<file path="config.mk">
export PLATFORM = sky130hd
export DESIGN_NAME = lisp_token_lexer_top_flat
export DESIGN_NICKNAME = d
export VERILOG_FILES = /design/src/rtl/llex_pkg.sv /design/src/rtl/llex_in_if.sv /design/src/rtl/llex_out_if.sv /design/src/rtl/llex_step.sv /design/src/rtl/lisp_token_lexer_top.sv /design/src/flat_wrapper.sv
export SDC_FILE = /design/constraint.sdc
export NUM_CORES = 1
export LEC_CHECK = 0
export ABC_AREA = 0
export BUFFER_PORTS_ARGS = -buffer_cell sky130_fd_sc_hd__buf_2
export CAP_MARGIN = 10
export CELL_PAD_IN_SITES_DETAIL_PLACEMENT = 0
export CELL_PAD_IN_SITES_GLOBAL_PLACEMENT = 1
export CORE_UTILIZATION = 30
export CTS_CLUSTER_DIAMETER = 150
export DETAILED_ROUTE_END_ITERATION = 10
export PLACE_DENSITY = 0.65
export SYNTH_ARGS = -nofsm -noshare
export SYNTH_HDL_FRONTEND = slang
export SYNTH_SLANG_ARGS = --single-unit
</file>
<file path="constraint.sdc">
create_clock -name clk_i -period 3.4 [get_ports clk_i]
set_input_delay 0.34 -clock clk_i [delete_from_list [all_inputs] [get_ports clk_i]]
set_output_delay 0.34 -clock clk_i [all_outputs]
set_load 0.02 [all_outputs]
</file>
<file path="src/rtl/llex_pkg.sv">
// types, codes and character classes of the lisp token lexer
// no dependencies
`default_nettype none

package llex_pkg;

  // lexer modes
  localparam logic [2:0] MODE_IDLE   = 3'd0;
  localparam logic [2:0] MODE_QUOTE  = 3'd1;
  localparam logic [2:0] MODE_HASH   = 3'd2;
  localparam logic [2:0] MODE_CMP    = 3'd3;
  localparam logic [2:0] MODE_NUMBER = 3'd4;
  localparam logic [2:0] MODE_SYMBOL = 3'd5;
  localparam logic [2:0] MODE_STRING = 3'd6;

  // token kinds
  localparam logic [3:0] KIND_SKIP   = 4'd0;
  localparam logic [3:0] KIND_OPEN   = 4'd1;
  localparam logic [3:0] KIND_CLOSE  = 4'd2;
  localparam logic [3:0] KIND_QUOTE  = 4'd3;
  localparam logic [3:0] KIND_QOPEN  = 4'd4;
  localparam logic [3:0] KIND_BOOL   = 4'd5;
  localparam logic [3:0] KIND_CMP    = 4'd6;
  localparam logic [3:0] KIND_NUMBER = 4'd7;
  localparam logic [3:0] KIND_SYMBOL = 4'd8;
  localparam logic [3:0] KIND_STRING = 4'd9;

  // error codes
  localparam logic [2:0] ERR_NONE     = 3'd0;
  localparam logic [2:0] ERR_INVALID  = 3'd1;
  localparam logic [2:0] ERR_BAD_HASH = 3'd2;
  localparam logic [2:0] ERR_HASH_END = 3'd3;
  localparam logic [2:0] ERR_OPEN_STR = 3'd4;

  typedef struct packed {
    logic       valid;
    logic [2:0] mode;
    logic [7:0] hbyte;
    logic [3:0] kind;
    logic       first;
    logic [2:0] err;
  } llex_state_t;

  typedef struct packed {
    logic [7:0] data;
    logic [3:0] kind;
    logic       first;
    logic       last;
    logic [2:0] err;
    logic       run_last;
  } llex_res_t;

  function automatic logic is_digit(logic [7:0] c);
    return (c >= 8'h30) && (c <= 8'h39);
  endfunction

  function automatic logic is_alpha(logic [7:0] c);
    return ((c >= 8'h61) && (c <= 8'h7a)) || ((c >= 8'h41) && (c <= 8'h5a));
  endfunction

  function automatic logic is_space(logic [7:0] c);
    return (c == 8'h20) || ((c >= 8'h09) && (c <= 8'h0d));
  endfunction

  function automatic logic num_char(logic [7:0] c);
    return is_digit(c) || (c == 8'h2e);
  endfunction

  function automatic logic sym_start(logic [7:0] c);
    return is_alpha(c) || (c == 8'h2b) || (c == 8'h2d) || (c == 8'h2a) ||
           (c == 8'h2f) || (c == 8'h3f);
  endfunction

  function automatic logic sym_more(logic [7:0] c);
    return is_alpha(c) || is_digit(c) || (c == 8'h5f) || (c == 8'h2d) || (c == 8'h3f);
  endfunction

  function automatic llex_state_t hold(logic [7:0] c, logic [3:0] kind, logic first,
                                       logic [2:0] err, logic [2:0] mode);
    llex_state_t s;
    s.valid = 1'b1;
    s.mode  = mode;
    s.hbyte = c;
    s.kind  = kind;
    s.first = first;
    s.err   = err;
    return s;
  endfunction

  // classification of a byte that opens a new token
  function automatic llex_state_t start_token(logic [7:0] c);
    llex_state_t s;
    if (is_space(c))                   s = hold(c, KIND_SKIP, 1'b0, ERR_NONE, MODE_IDLE);
    else if (c == 8'h27)               s = hold(c, KIND_QUOTE, 1'b1, ERR_NONE, MODE_QUOTE);
    else if (c == 8'h28)               s = hold(c, KIND_OPEN, 1'b1, ERR_NONE, MODE_IDLE);
    else if (c == 8'h29)               s = hold(c, KIND_CLOSE, 1'b1, ERR_NONE, MODE_IDLE);
    else if (c == 8'h23)               s = hold(c, KIND_BOOL, 1'b1, ERR_NONE, MODE_HASH);
    else if (c == 8'h3c || c == 8'h3e) s = hold(c, KIND_CMP, 1'b1, ERR_NONE, MODE_CMP);
    else if (c == 8'h3d)               s = hold(c, KIND_CMP, 1'b1, ERR_NONE, MODE_IDLE);
    else if (num_char(c))              s = hold(c, KIND_NUMBER, 1'b1, ERR_NONE, MODE_NUMBER);
    else if (sym_start(c))             s = hold(c, KIND_SYMBOL, 1'b1, ERR_NONE, MODE_SYMBOL);
    else if (c == 8'h22)               s = hold(c, KIND_STRING, 1'b1, ERR_NONE, MODE_STRING);
    else                               s = hold(c, KIND_SKIP, 1'b0, ERR_INVALID, MODE_IDLE);
    return s;
  endfunction

endpackage

`default_nettype wire

</file>
<file path="src/rtl/llex_in_if.sv">
// input channel of the lexer: one source byte per transaction
// no dependencies
`default_nettype none

interface llex_in_if;
  logic       valid;
  logic       ready;
  logic [7:0] in_byte;
  logic       end_of_input;

  modport source (output valid, output in_byte, output end_of_input, input ready);
  modport sink   (input valid, input in_byte, input end_of_input, output ready);
endinterface

`default_nettype wire

</file>
<file path="src/rtl/llex_out_if.sv">
// output channel of the lexer: one annotated byte per transaction
// no dependencies
`default_nettype none

interface llex_out_if;
  logic       valid;
  logic       ready;
  logic [7:0] out_byte;
  logic [3:0] token_kind;
  logic       token_first;
  logic       token_last;
  logic [2:0] error_code;
  logic       last_of_run;

  modport source (output valid, output out_byte, output token_kind, output token_first,
                  output token_last, output error_code, output last_of_run, input ready);
  modport sink   (input valid, input out_byte, input token_kind, input token_first,
                  input token_last, input error_code, input last_of_run, output ready);
endinterface

`default_nettype wire

</file>
<file path="src/rtl/llex_step.sv">
// one lexer step: next state and up to two annotations from the held state and a byte
// depends on llex_pkg
`default_nettype none

module llex_step import llex_pkg::*; (
  input  llex_state_t st_i,
  input  logic [7:0]  c_i,
  input  logic        eoi_i,
  output llex_state_t st_o,
  output llex_res_t   held_res_o,
  output llex_res_t   flush_res_o
);

  llex_state_t s1;
  llex_res_t   r0;
  llex_res_t   r1;
  logic        fresh;
  logic [3:0]  ck;
  logic [2:0]  cmode;

  always_comb begin
    r0.data     = st_i.hbyte;
    r0.kind     = st_i.kind;
    r0.first    = st_i.first;
    r0.last     = 1'b0;
    r0.err      = st_i.err;
    r0.run_last = !eoi_i;
    fresh = 1'b1;
    ck    = KIND_SKIP;
    cmode = MODE_IDLE;
    unique case (st_i.mode)
      MODE_QUOTE: begin
        if (c_i == 8'h28) begin
          r0.kind = KIND_QOPEN;
          fresh   = 1'b0;
          ck      = KIND_QOPEN;
        end else begin
          r0.last = 1'b1;
        end
      end
      MODE_HASH: begin
        if (c_i == 8'h74 || c_i == 8'h66) begin
          fresh = 1'b0;
          ck    = KIND_BOOL;
        end else begin
          r0.kind  = KIND_SKIP;
          r0.first = 1'b0;
          r0.err   = ERR_BAD_HASH;
        end
      end
      MODE_CMP: begin
        if (c_i == 8'h3d) begin
          fresh = 1'b0;
          ck    = KIND_CMP;
        end else begin
          r0.last = 1'b1;
        end
      end
      MODE_NUMBER: begin
        if (num_char(c_i)) begin
          fresh = 1'b0;
          ck    = KIND_NUMBER;
          cmode = MODE_NUMBER;
        end else begin
          r0.last = 1'b1;
        end
      end
      MODE_SYMBOL: begin
        if (sym_more(c_i)) begin
          fresh = 1'b0;
          ck    = KIND_SYMBOL;
          cmode = MODE_SYMBOL;
        end else begin
          r0.last = 1'b1;
        end
      end
      MODE_STRING: begin
        fresh = 1'b0;
        ck    = KIND_STRING;
        cmode = (c_i == 8'h22) ? MODE_IDLE : MODE_STRING;
      end
      default: begin
        r0.last = (st_i.kind != KIND_SKIP);
      end
    endcase

    // with nothing held the byte always starts afresh
    if (!st_i.valid || fresh) s1 = start_token(c_i);
    else                      s1 = hold(c_i, ck, 1'b0, ERR_NONE, cmode);

    // flush of the byte just taken, used at end of input
    r1.data     = s1.hbyte;
    r1.kind     = s1.kind;
    r1.first    = s1.first;
    r1.last     = 1'b1;
    r1.err      = s1.err;
    r1.run_last = 1'b1;
    unique case (s1.mode)
      MODE_HASH: begin
        r1.kind  = KIND_SKIP;
        r1.first = 1'b0;
        r1.err   = ERR_HASH_END;
        r1.last  = 1'b0;
      end
      MODE_QUOTE, MODE_CMP, MODE_NUMBER, MODE_SYMBOL: r1.last = 1'b1;
      MODE_STRING: r1.err = ERR_OPEN_STR;
      default: r1.last = (s1.kind != KIND_SKIP);
    endcase

    if (eoi_i) st_o = '0;
    else       st_o = s1;
  end

  assign held_res_o  = r0;
  assign flush_res_o = r1;

endmodule

`default_nettype wire

</file>
<file path="src/rtl/lisp_token_lexer_top.sv">
// Streaming lexer for a small Lisp dialect. Each source byte is annotated with its token kind,
// first and last marks and an error code, one byte late: the annotation of a byte leaves once
// the following byte is seen, or at once when end_of_input is set; such a transaction yields
// two annotations (the held byte and the final byte) when a byte is held. A byte is taken in
// every cycle while annotations drain at the same pace; a transaction that yields two
// annotations fills the two-entry output register and holds off the input until the first drains.
// Depends on llex_pkg, llex_in_if, llex_out_if and llex_step.
`default_nettype none

module lisp_token_lexer_top import llex_pkg::*; (
  input  wire         clk_i,
  input  wire         rst_ni,
  llex_in_if.sink     in_ch,
  llex_out_if.source  out_ch
);

  llex_state_t st_q, st_d;
  llex_res_t   held_res, flush_res;
  llex_res_t   a_q, a_d, b_q, b_d;
  logic        a_vld_q, a_vld_d, b_vld_q, b_vld_d;
  logic        in_acc, out_pop;

  llex_step u_step (
    .st_i        (st_q),
    .c_i         (in_ch.in_byte),
    .eoi_i       (in_ch.end_of_input),
    .st_o        (st_d),
    .held_res_o  (held_res),
    .flush_res_o (flush_res)
  );

  // the second slot must be empty and the first one free by the next edge
  assign in_ch.ready = !b_vld_q && (!a_vld_q || out_ch.ready);
  assign in_acc      = in_ch.valid && in_ch.ready;
  assign out_pop     = a_vld_q && out_ch.ready;

  always_comb begin
    a_d     = a_q;
    b_d     = b_q;
    a_vld_d = a_vld_q && !out_pop;
    b_vld_d = b_vld_q;
    if (in_acc) begin
      a_d     = st_q.valid ? held_res : flush_res;
      a_vld_d = st_q.valid || in_ch.end_of_input;
      b_d     = flush_res;
      b_vld_d = st_q.valid && in_ch.end_of_input;
    end else if (out_pop) begin
      a_d     = b_q;
      a_vld_d = b_vld_q;
      b_vld_d = 1'b0;
    end
  end

  always_ff @(posedge clk_i or negedge rst_ni) begin
    if (!rst_ni) begin
      st_q    <= '0;
      a_vld_q <= 1'b0;
      b_vld_q <= 1'b0;
    end else begin
      if (in_acc) st_q <= st_d;
      a_vld_q <= a_vld_d;
      b_vld_q <= b_vld_d;
    end
  end

  always_ff @(posedge clk_i) begin
    a_q <= a_d;
    b_q <= b_d;
  end

  assign out_ch.valid       = a_vld_q;
  assign out_ch.out_byte    = a_q.data;
  assign out_ch.token_kind  = a_q.kind;
  assign out_ch.token_first = a_q.first;
  assign out_ch.token_last  = a_q.last;
  assign out_ch.error_code  = a_q.err;
  assign out_ch.last_of_run = a_q.run_last;

endmodule

`default_nettype wire

</file>
<file path="src/flat_wrapper.sv">
// flat-port wrapper written by rule: the top's interface ports become plain ports
module lisp_token_lexer_top_flat import llex_pkg::*;
  (clk_i, rst_ni, in_ch_valid, in_ch_in_byte, in_ch_end_of_input, in_ch_ready, out_ch_valid, out_ch_out_byte, out_ch_token_kind, out_ch_token_first, out_ch_token_last, out_ch_error_code, out_ch_last_of_run, out_ch_ready);
  llex_in_if in_ch_i ();
  llex_out_if out_ch_i ();
  input  wire clk_i;
  input  wire rst_ni;
  input wire logic [$bits(in_ch_i.valid)-1:0] in_ch_valid;
  input wire logic [$bits(in_ch_i.in_byte)-1:0] in_ch_in_byte;
  input wire logic [$bits(in_ch_i.end_of_input)-1:0] in_ch_end_of_input;
  output wire logic [$bits(in_ch_i.ready)-1:0] in_ch_ready;
  output wire logic [$bits(out_ch_i.valid)-1:0] out_ch_valid;
  output wire logic [$bits(out_ch_i.out_byte)-1:0] out_ch_out_byte;
  output wire logic [$bits(out_ch_i.token_kind)-1:0] out_ch_token_kind;
  output wire logic [$bits(out_ch_i.token_first)-1:0] out_ch_token_first;
  output wire logic [$bits(out_ch_i.token_last)-1:0] out_ch_token_last;
  output wire logic [$bits(out_ch_i.error_code)-1:0] out_ch_error_code;
  output wire logic [$bits(out_ch_i.last_of_run)-1:0] out_ch_last_of_run;
  input wire logic [$bits(out_ch_i.ready)-1:0] out_ch_ready;
  assign in_ch_i.valid = in_ch_valid;
  assign in_ch_i.in_byte = in_ch_in_byte;
  assign in_ch_i.end_of_input = in_ch_end_of_input;
  assign in_ch_ready = in_ch_i.ready;
  assign out_ch_valid = out_ch_i.valid;
  assign out_ch_out_byte = out_ch_i.out_byte;
  assign out_ch_token_kind = out_ch_i.token_kind;
  assign out_ch_token_first = out_ch_i.token_first;
  assign out_ch_token_last = out_ch_i.token_last;
  assign out_ch_error_code = out_ch_i.error_code;
  assign out_ch_last_of_run = out_ch_i.last_of_run;
  assign out_ch_i.ready = out_ch_ready;
  lisp_token_lexer_top u_core (.clk_i(clk_i), .rst_ni(rst_ni), .in_ch(in_ch_i), .out_ch(out_ch_i));
endmodule
</file>
==> flow_summary_export.csv <==
group,metric,value,unit
floorplan,initial_core_util,31.6,%
global_routing,grt_max_degree,30,
synthesis,yosys.area.top_type,"edfxtp_1",
clock_tree,h-tree-depth,2,
timing,fin_worst_skew,0.0103,ns
worst_hold_path,hold_class,"in2async",
power_and_ir_drop,power.internal,1.39,mW
drt,wl,7210,µm
power_and_ir_drop,p_leak,1.34,nW
critical_path,crit_fanout,23,
synthesis,synth-seq-area-share,52.2,%
floorplan,dieArea,0.0103,mm²
global_routing,grt_pass1_vias,2274,
synthesis,synth-seq-cells,55,
synthesis,synth-async-reset-ratio,36.4,%
clock_tree,cts_setup_buffers,0,
timing,fin_setup_tns,0,ns
global_routing,overflow,0,
clock_tree,clk_pin_slew_worst_paths,0.10,ns
clock_tree,numClockSinks,55,
power_and_ir_drop,combPwrFrac,34.2,%
drt,drc_errors,0,
timing,finalSetupViolations,0,
drt,ant_nets,0,
timing,drv_slew,0,
timing,rsz0062_at_grt,"false",
clock_tree,root_buffer,"clkbuf_8",
clock_tree,cts_inserted_buffers,5,
critical_path,cp-start-kind,"input port",
timing,max_slew_margin,44.5,%
synthesis,ys_types,56,
power_and_ir_drop,pwr-share-clk,17.5,%
timing,report.final.hold_viol_count,2,
placed_design,hpwl,5010,µm
timing,finalCritPeriodShare,74.6,%
synthesis,syn_avg_cell_area,9.91,µm²
drt,via_per_inst,5.20,
final_layout,drive_above_1_share,15.8,%
final_layout,diodes,0,
clock_tree,cts_tree,"done",
timing,final.min_clock_period,2.54,ns
synthesis,synth_nets,313,
critical_path,required,3.61,ns
critical_path,crit_chain,"buf_2 > xnor2_1 > o31ai_2 > o211ai_1 > a31o_2 > nor2_1 > buf_4 > mux2_1 > a22o_1",
critical_path,end_kind,"register",
clock_tree,hold_buffers,0,
critical_path,arrival,2.74,ns
timing,fmax,394,MHz
power_and_ir_drop,powerDensity,661,mW/mm²
global_routing,antenna_found_initial,0,
clock_tree,clkLatencyLatePin,0.31,ns
power_and_ir_drop,ir_drop,0.243,mV
synthesis,yosys_warnings,0,
global_routing,grt_pass1_wl,12100,µm
placed_design,io_buffers,32,
drt,drtIter0Drc,146,
floorplan,ios,33,
synthesis,netlist.area_leader.share,35.3,%
outcome,violations,"hold timing",
floorplan,core_area,0.00942,mm²
synthesis,syn_inst,300,
floorplan,rows,35,
drt,wire_per_inst,15.9,µm
global_routing,grtUsageTotal,15.3,%
placed_design,dpl_cell_area,0.00324,mm²
final_layout,final_nets,335,
timing,whs,-0.0000633,ns
critical_path,crit_type,"in2reg",
clock_tree,cts_resized,0,
synthesis,synth_most_common_cell,"nand2_1",
critical_path,path_delay_family,"compound AO/OA/AOI/OAI gates",
synthesis,synth_ff_type,"edfxtp_1",
floorplan,die_x,102,µm
final_layout,area_delta_synth_final,12.4,%
final_layout,fin_area,0.00334,mm²
synthesis,netlist_area,0.00297,mm²
outcome,status,"finished, violations left",
drt,via_count,2349,
placed_design,place_congestion,0.834,
critical_path,crit_slowest_cell,"o31ai_2",
power_and_ir_drop,total_power,2.21,mW
critical_path,max_stage_delay,0.50,ns
clock_tree,cts_buffer_depth,2,
synthesis,synth-edff-count,35,
timing,worst_slew_pin_slew,0.830,ns
power_and_ir_drop,netSwitchingFraction,37.0,%
run,maxCapViolations,0,
synthesis,synthTopCellsByArea,"edfxtp_1 (35%), dfrtp_1 (17%), nand2_1 (6.1%), mux2i_1 (3.7%), o21ai_0 (2.9%)",
drt,drt_first_pass_iters,4,
power_and_ir_drop,pwr-share-seq,48.3,%
final_layout,n_fill_cell,941,
floorplan,die_h,102,µm
power_and_ir_drop,p_switching,0.819,mW
synthesis,synth_common_cells,"nand2_1 (48), edfxtp_1 (35), dfrtp_1 (20), nor2_1 (18), o21ai_0 (17)",
critical_path,cp_num_buf_inv,2,
-- area by class of cell --
| type | instances | area (µm²) | area share (%) |
|---|---|---|---|
| multi-input combinational | 215 | 1300 | 38.9 |
| clock buffer | 6 | 82.6 | 2.47 |
| timing repair buffer | 38 | 205 | 6.14 |
| inverter | 7 | 26.3 | 0.786 |
| clock inverter | 2 | 16.3 | 0.487 |
| tap | 129 | 161 | 4.83 |
| sequential | 55 | 1550 | 46.4 |
-- cells in the final DEF (no fill, tap or decap), types with 2 or more instances in the layout --
cell and n:
nand2b_1 4, nor2_1 18, and2_1 2, inv_1 7, and3_1 3, dfrtp_1 20
buf_4 6, and4_1 2, nor4_1 2, buf_2 32, a22o_1 9, nand3_1 7
or3_1 3, a21oi_1 11, nor2b_1 6, o21ai_0 17, o31ai_1 4, a31oi_1 4
nand4_1 2, nor3_1 8, nand3b_1 7, a21o_1 4, o21bai_1 3, o21ai_1 7
clkbuf_8 6, mux2i_1 11, o211ai_1 5, a22oi_1 2, edfxtp_1 35, nand2_1 48
nor4b_1 2
-- layer usage --
| metal | vias up | part of all wire, % | track usage [%] | wire [µm] |
|---|---|---|---|---|
| met1 | 1136 | 52 | 23.1 | 3730 |
| met4 | 0 | 0.96 | 4.46 | 69 |
| met5 | - | 0 | 0 | 0 |
| met3 | 6 | 3.7 | 2.21 | 264 |
| li1 | 1147 | - | - | - |
| met2 | 60 | 44 | 22.5 | 3150 |
-- flip-flops by register name (all words and copies together) (netlist names), named ones only --
name and cells:
u_core.b_q 17, u_core.b_vld_q 1, u_core.out_ch.error_code 3, u_core.out_ch.last_of_run 1
u_core.out_ch.out_byte 8, u_core.out_ch.token_first 1, u_core.out_ch.token_kind 4, u_core.out_ch.token_last 1
u_core.st_q 18
-- power groups by stage --
| stage | Clock, mW | Sequential, mW | Combinational (mW) |
|---|---|---|---|
| CTS | 0.399 | 1.07 | 0.766 |
| global route | 0.429 | 1.09 | 0.842 |
| detailed placement | 0 | 1.09 | 0.765 |
| global placement | 0 | 1.08 | 0.764 |
| floorplan | 0 | 1.19 | 0.411 |
| finish | 0.387 | 1.07 | 0.755 |
-- worst reg2reg max path, stage by stage, from the launching register on --
cell and delay (ns):
dfrtp_1 0.60, nand2b_1 0.15, nor2_1 0.19, o31ai_1 0.12, a311oi_2 0.34, nor2_1 0.13
buf_4 0.20, or3_1 0.40, a211oi_1 0.21
-- logic make-up after synthesis --
group	count (synthesis)	share of synthesized area, %
buf+inv	30	4.12
mux	12	4.08
xor+xnor	2	0.589
simple gates	121	20.7
flops	55	52.2
compound gates	80	18.4
-- final timing paths --
kind	end	depth (start not counted)	slack [ns]	start
max in group asynchronous	u_core.st_q[11]	1	3.04	rst_ni
hold reg to reg	u_core.st_q[14]	2	0.48	u_core.st_q[14]
hold / removal	u_core.st_q[5]	1	-0.00006	rst_ni
setup / recovery	u_core.st_q[17]	9	0.86	in_ch_in_byte[1]
setup reg to reg	u_core.out_ch.token_kind[2]	8	0.90	u_core.st_q[16]
min in group clk_i	register	3	0.28	in_ch_valid
-- stage by stage --
step	setup WS [ns]	utilization [%]	instances	hold slack, ns
after floorplan	0.996	-	300	0.0444
after global placement	0.673	34.5	444	0.359
after detailed placement	0.567	34.5	444	0.345
after CTS	0.898	35.5	452	0.00669
after global routing	0.669	35.5	452	0.0230
final	0.863	35.5	452	-0.0000633
Power figures use the tool's default switching activity.
